File: config.mk
export PLATFORM = sky130hd
export DESIGN_NAME = v3ar_cordic_cell
export DESIGN_NICKNAME = d
export VERILOG_FILES = /design/src/hw/rtl/v3ar_pkg.sv /design/src/hw/rtl/v3ar_cordic_cell.sv
export SDC_FILE = /design/constraint.sdc
export NUM_CORES = 1
export LEC_CHECK = 0
export BUFFER_PORTS_ARGS = -buffer_cell sky130_fd_sc_hd__buf_2
export CAP_MARGIN = 20
export CORE_MARGIN = 2
export CORE_UTILIZATION = 53
export DETAILED_ROUTE_END_ITERATION = 6
export PLACE_DENSITY = 0.93
export SLEW_MARGIN = 30
export SYNTH_ARGS = -nofsm -noshare
export SYNTH_HDL_FRONTEND = slang
export SYNTH_SLANG_ARGS = --single-unit
File: constraint.sdc
create_clock -name clk -period 0.8 [get_ports clk]
set_input_delay 0.16 -clock clk [delete_from_list [all_inputs] [get_ports clk]]
set_output_delay 0.16 -clock clk [all_outputs]
set_load 0.02 [all_outputs]
File: src/hw/rtl/v3ar_pkg.sv
// ---------------------------------------------------------------------------
// v3ar_pkg - shared types and constants of the principal axis rotator
// Fixed-point widths, angle constants in Q2.30, the arctangent table of
// the CORDIC row, and the request record that travels down the pipeline.
// ---------------------------------------------------------------------------
`timescale 1ns / 1ps
`default_nettype none

package v3ar_pkg;

	// axis codes
	localparam logic [1:0] AXIS_X    = 2'd0;
	localparam logic [1:0] AXIS_Y    = 2'd1;
	localparam logic [1:0] AXIS_Z    = 2'd2;
	localparam logic [1:0] AXIS_NONE = 2'd3;

	// widths
	localparam int VEC_W = 32;   // Q16.16 components
	localparam int ANG_W = 35;   // input angle times four, Q2.30, before reduction
	localparam int Z_W   = 33;   // reduced angle and CORDIC residual angle
	localparam int X_W   = 34;   // CORDIC x and y
	localparam int TRIG_W = 32;  // final cosine and sine, Q2.30
	localparam int PROD_W = 64;
	localparam int SUM_W  = 65;

	// angle constants, Q2.30
	localparam logic signed [ANG_W-1:0] PI_WIDE     = 35'sd3373259426;
	localparam logic signed [ANG_W-1:0] NEG_PI_WIDE = -35'sd3373259426;
	localparam logic signed [ANG_W-1:0] TWO_PI_WIDE = 35'sd6746518852;
	localparam logic signed [Z_W-1:0]   PI_Q30       = 33'sd3373259426;
	localparam logic signed [Z_W-1:0]   HALF_PI_Q30  = 33'sd1686629713;
	localparam logic signed [Z_W-1:0]   NEG_HALF_PI_Q30 = -33'sd1686629713;

	// limiting CORDIC gain 1/K, Q2.30
	localparam logic signed [X_W-1:0] CORDIC_GAIN = 34'sd652032874;

	// atan(2^-i), Q2.30, truncated
	localparam logic [31:0] ATAN_Q30 [32] = '{
		32'h3243F6A8, 32'h1DAC6705, 32'h0FADBAFC, 32'h07F56EA6,
		32'h03FEAB76, 32'h01FFD55B, 32'h00FFFAAA, 32'h007FFF55,
		32'h003FFFEA, 32'h001FFFFD, 32'h000FFFFF, 32'h0007FFFF,
		32'h0003FFFF, 32'h0001FFFF, 32'h0000FFFF, 32'h00007FFF,
		32'h00003FFF, 32'h00001FFF, 32'h00000FFF, 32'h000007FF,
		32'h000003FF, 32'h000001FF, 32'h000000FF, 32'h0000007F,
		32'h0000003F, 32'h0000001F, 32'h0000000F, 32'h00000008,
		32'h00000004, 32'h00000002, 32'h00000001, 32'h00000000
	};

	// request record carried alongside the angle datapath
	typedef struct packed {
		logic [1:0]              axis;
		logic signed [VEC_W-1:0] vec_x;
		logic signed [VEC_W-1:0] vec_y;
		logic signed [VEC_W-1:0] vec_z;
		logic                    neg;     // cos and sin must be negated
	} item_t;

	// CORDIC working set handed from cell to cell
	typedef struct packed {
		logic signed [X_W-1:0] x;
		logic signed [X_W-1:0] y;
		logic signed [Z_W-1:0] z;
	} cordic_t;

endpackage

`default_nettype wire

File: src/hw/rtl/v3ar_cordic_cell.sv
// ---------------------------------------------------------------------------
// v3ar_cordic_cell - one CORDIC rotation step
// Rotates (x, y) by +-atan(2^-STAGE) toward a zero residual angle and
// passes the request record on to the next cell.
// ---------------------------------------------------------------------------
`timescale 1ns / 1ps
`default_nettype none

module v3ar_cordic_cell #(
	parameter int STAGE = 0
) (
	input  wire logic          clk,
	input  wire logic          arst_n,
	input  wire logic          en,
	input  wire logic          in_valid,
	input  wire v3ar_pkg::cordic_t in_vec,
	input  wire v3ar_pkg::item_t   in_item,
	output logic               out_valid,
	output v3ar_pkg::cordic_t  out_vec,
	output v3ar_pkg::item_t    out_item
);
	import v3ar_pkg::*;

	logic signed [X_W-1:0] x_sh;
	logic signed [X_W-1:0] y_sh;
	logic signed [Z_W-1:0] atan_val;
	cordic_t               nxt;
	logic                  valid_q;
	cordic_t               vec_q;
	item_t                 item_q;

	// micro-rotation, direction from the sign of the residual angle
	always_comb begin
		x_sh     = in_vec.x >>> STAGE;
		y_sh     = in_vec.y >>> STAGE;
		atan_val = signed'({{(Z_W-32){1'b0}}, ATAN_Q30[STAGE]});
		if (!in_vec.z[Z_W-1]) begin
			nxt.x = in_vec.x - y_sh;
			nxt.y = in_vec.y + x_sh;
			nxt.z = in_vec.z - atan_val;
		end else begin
			nxt.x = in_vec.x + y_sh;
			nxt.y = in_vec.y - x_sh;
			nxt.z = in_vec.z + atan_val;
		end
	end

	always_ff @(posedge clk or negedge arst_n) begin
		if (!arst_n) begin
			valid_q <= 1'b0;
		end else if (en) begin
			valid_q <= in_valid;
		end
	end

	always_ff @(posedge clk) begin
		if (en) begin
			vec_q  <= nxt;
			item_q <= in_item;
		end
	end

	assign out_valid = valid_q;
	assign out_vec   = vec_q;
	assign out_item  = item_q;

endmodule

`default_nettype wire

==> results of run 1 <==
==> cells in the mapped netlist (5+ instances only) <==
master    instances
xnor2_1          73
xor2_1           17
and3_1            9
o221ai_1          5
nor3_1           13
a211oi_1         18
ha_1            127
o21ai_0          69
nor2_1           99
a31oi_1           8
edfxtp_1        199
a21o_1           36
a21oi_1         139
buf_2            14
o21ai_1           9
a221oi_1          6
clkbuf_1         24
o21bai_1         29
nand4_1          14
o31a_1            7
o21a_1           11
nand3_1          10
or3_1            12
nand2_1          49
nor2b_1          16
o211ai_1         13
buf_1             6
nand2b_1          9
mux2i_1          22
o31ai_1           9
inv_1           106
==> cell families after synthesis <==
family	share of synthesized area, %
XOR/XNOR	5.97
AND/OR/NAND/NOR	9.31
flip-flops	45.4
buffers and inverters	4.74
AO/OA/AOI/OAI	20.2
multiplexers	1.75
adder cells (fa/ha/maj)	12.6
==> layer usage <==
layer	overflow	track usage, %
met1	0	72.8
met2	3	90.9
met3	0	60.2
met4	1	71.6
met5	0	26.9
==> timing repair <==
item | 4_1_cts
gates resized for setup | 524
hold buffers | 104
setup buffers | 46
cloned | 2
endpoints found under the setup margin | 295
pin swaps | 128
endpoints found under the hold margin | 104
==> per-stage QoR <==
step | instance area [µm²] | hold slack [ps] | TNS [ps]
2_1_floorplan | 14000 | -136 | -111280
3_3_place_gp | 18900 | -45.7 | -177550
3_5_place_dp | 18900 | -37.3 | -187310
4_1_cts | 23000 | 12.2 | -170430
==> flow_summary.toml, run 1 <==
[die]
io_pins = 405
start_util_pct = 54.1
die_x_um = 162
die_h_um = 162
fp-row-count = 57

[placement]
gp_congestion = 1.07
dp_hpwl_um = 42300
pre_cts_ws_ps = -2150
numPortBuffers = 404
dp.cells = 2319

[global_routing]
grt_pass1_vias = 20400
grt_pass1_wl_um = 139000
gr-total-overflow = 4
track_usage_pct = 73.7
grt_max_degree = 32

[run_status]
stop_stage = "global routing"
status = "did not finish"
error = "[ERROR GRT-0116] Global routing finished with congestion. Check the congestion regions in the DRC Viewer."

[yosys]
synthArstFlopShare_pct = 0.500
synth_edf_count = 199
netlist_area_um2 = 13200
synth_cells = 1267
synthFlopType = "edfxtp_1"
synth-seq-area-share_pct = 45.4
ys_types = 78
ys_warn_count = 0
synthTopCellsByArea = "edfxtp_1 45%, ha_1 12%, a21oi_1 5.3%"
avgSynthCellArea_um2 = 10.4
synth_nets = 1602
post-synth-top-area-cell = "edfxtp_1"
ys_ff_latch = 200
yosysTopAreaCellShare_pct = 45.2

[clock_tree]
cts_inserted_buffers = 17
cts_buffer_depth = 2
cts_max_level = 4
cts.sinks = 200
root_buffer = "clkbuf_16"
==> run 2, diff against run 1 <==
--- a/config.mk
+++ b/config.mk
@@ -8,9 +8,9 @@
 export BUFFER_PORTS_ARGS = -buffer_cell sky130_fd_sc_hd__buf_2
 export CAP_MARGIN = 20
 export CORE_MARGIN = 2
-export CORE_UTILIZATION = 53
+export CORE_UTILIZATION = 39
 export DETAILED_ROUTE_END_ITERATION = 6
-export PLACE_DENSITY = 0.93
+export PLACE_DENSITY_LB_ADDON = 0.15
 export SLEW_MARGIN = 30
 export SYNTH_ARGS = -nofsm -noshare
 export SYNTH_HDL_FRONTEND = slang
==> flow_summary.toml, run 2 <==
[yosys]
synth_nets = 1602
synth_cells = 1267
synthArstFlopShare_pct = 0.500
synth_commonest_cells = "199 x edfxtp_1, 139 x a21oi_1, 127 x ha_1"
ys_warn_count = 0
yosysTopAreaCellShare_pct = 45.2
ys_ff_latch = 200
ys_types = 78
synthTopCellsByArea = "edfxtp_1 45%, ha_1 12%, a21oi_1 5.3%"
synth_edf_count = 199
synthFlopType = "edfxtp_1"
avgSynthCellArea_um2 = 10.4
synth-seq-area-share_pct = 45.4
netlist_area_um2 = 13200
post-synth-top-area-cell = "edfxtp_1"
synth.most_common_cell = "edfxtp_1"

[sta]
finalHoldViolations = 0
finalCritPeriodShare_pct = 296
setup_ws_ps = -1560
max_freq_ghz = 0.423
finalSetupViolCount = 295
hold_slack_ps = 68.4
clock_skew_ps = 0
setup_tns_ps = -174640
rsz0062_at_grt = "true"
worstMarginPinSlew_ps = 730
fin_crit_ps = 2360
slew_headroom_pct = 51.3
drv_slew = 0

[global_routing]
antenna_found_initial = 6
gr-total-overflow = 0
grt_pass1_vias = 14000
track_usage_pct = 28.1
grt_max_degree = 56
grt_pass1_wl_um = 76700

[routing]
remaining_drc_errors = 0
wl_per_cell_um = 20.4
drt_iter0_drc = 921
route.vias.total = 13800
detail-route-antenna-nets = 0
firstDrtPassIters = 5
drt_wl_total_um = 54200
via_per_inst = 5.19

[run_status]
violations = "setup timing"
status = "finished, violations left"

[job]
max_cap_viol_count = 0

[die]
fp-row-count = 67
die_h_um = 188
design.core.area_um2 = 33400
io_pins = 405
start_util_pct = 39.5
die_x_um = 188
die_area_um2 = 35300

[finish]
n_fill_cell = 2352
final_cell_mix = "397 x buf_4, 228 x buf_2, 207 x buf_6"
largest_reg_flops = 100
nets = 2531
syn2layout_area_growth_pct = 80.8
fin_area_um2 = 23900
final_common_cell = "buf_4"
drive_above_1_share_pct = 52.5

[clock_tree]
cts_inserted_buffers = 17
clk_latency_ps = 440
cts.sinks = 200
cts_buffer_depth = 2
path_clk_slew_ps = 80
cts_tree = "built"
cts_max_level = 4
root_buffer = "clkbuf_16"

[worst_setup_path]
slowest_stage = "a2111oi_2"
critPathLaunchType = "input pin"
crit_family = "compound AO/OA/AOI/OAI gates"
crit_fanout = 4
arrival_ps = 2550
worstSetupPathType = "input pin to flop"
path_cells = "buf_8, buf_12, inv_12, ha_4, fa_2, nor2b_4, o31a_1, o21ai_4, o21ai_2, a211oi_2, o221ai_2, a2111oi_2, a31oi_1, xnor2_1"
worst_setup_path_end_kind = "flop"
critPathBufInv = 3
crit_required_ps = 990
cpPeakStageDelay_ps = 340

[placement]
placed_cell_area_um2 = 19200
numPortBuffers = 404
gp_congestion = 0.956
dp_hpwl_um = 38600

[power]
static-leakage-power_uw = 0.0106
ir_drop_uv = 1550
power_density_nw_per_um2 = 1670

[min_path]
hold_class = "input pin to flop"
run 2: final timing paths:
kind,start,to,slack (ps),cells past startpoint
max in group asynchronous,arst_n,out_valid,140,3
min in group asynchronous,arst_n,out_valid,550,3
setup / recovery,in_vec[67],out_vec[99],-1560,14
setup reg to reg,out_valid,out_valid,20,1
hold reg to reg,out_valid,out_valid,540,1
hold / removal,in_vec[3],out_vec[3],70,3
run 2: cells by family after synthesis:
kind of cell / after synthesis / synth area share [%]
AO/OA/AOI/OAI: 409 / 20.2
AND/OR/NAND/NOR: 256 / 9.31
flip-flops: 200 / 45.4
buffers and inverters: 158 / 4.74
adder cells (fa/ha/maj): 131 / 12.6
XOR/XNOR: 90 / 5.97
multiplexers: 23 / 1.75
run 2: what timing repair did:
| action | 4_1_cts | 5_1_grt |
|---|---|---|
| pin swaps | 111 | 97 |
| endpoints found under the setup margin | 295 | 295 |
| hold buffers | 105 | 0 |
| resized for setup | 219 | 440 |
| buffers inserted | 46 | 42 |
| gates cloned | 1 | 1 |
| hold endpoints to repair | 104 | 0 |
run 2: routing by layer:
metal	global-route usage, %	part of all wire, %	routed length (µm)
met5	0	0.050	27
met4	15.4	5.6	3060
met3	4.72	4.9	2630
met2	51.1	52	28000
met1	31.0	38	20500
run 2: worst min-delay path, stage by stage:
cell   delay [ps]
buf_6          80
buf_4         100
inv_1          30
run 2: power breakdown:
part / total, µW / leakage (µW) / internal, µW / switching (µW)
Sequential: 13900 / 0.00196 / 13200 / 688
Clock: 9330 / 0.000307 / 4380 / 4950
Combinational: 16600 / 0.00831 / 8240 / 8380
Total: 39800 / 0.0106 / 25800 / 14000
run 2: layout make-up:
class / instances / area [µm²] / area share (%)
Multi-Input combinational cell: 909 / 8290 / 34.7
Timing Repair Buffer: 957 / 7880 / 33.0
Sequential cell: 200 / 6000 / 25.1
Tap cell: 448 / 561 / 2.35
Inverter: 111 / 500 / 2.10
Clock buffer: 17 / 425 / 1.78
Clock inverter: 15 / 215 / 0.901
Antenna cell: 4 / 10.0 / 0.0419
run 2: through the flow:
step	cells	setup WS [ps]	power (µW)	util, %
2_1_floorplan	1267	-1830	20700	-
3_3_place_gp	2455	-2100	26600	57.4
3_5_place_dp	2455	-2150	26700	57.4
4_1_cts	2633	-1510	37600	66.4
5_1_grt	2660	-1630	41400	71.4
6_report	2661	-1560	39800	71.4
(Power assumes the default switching activity.)
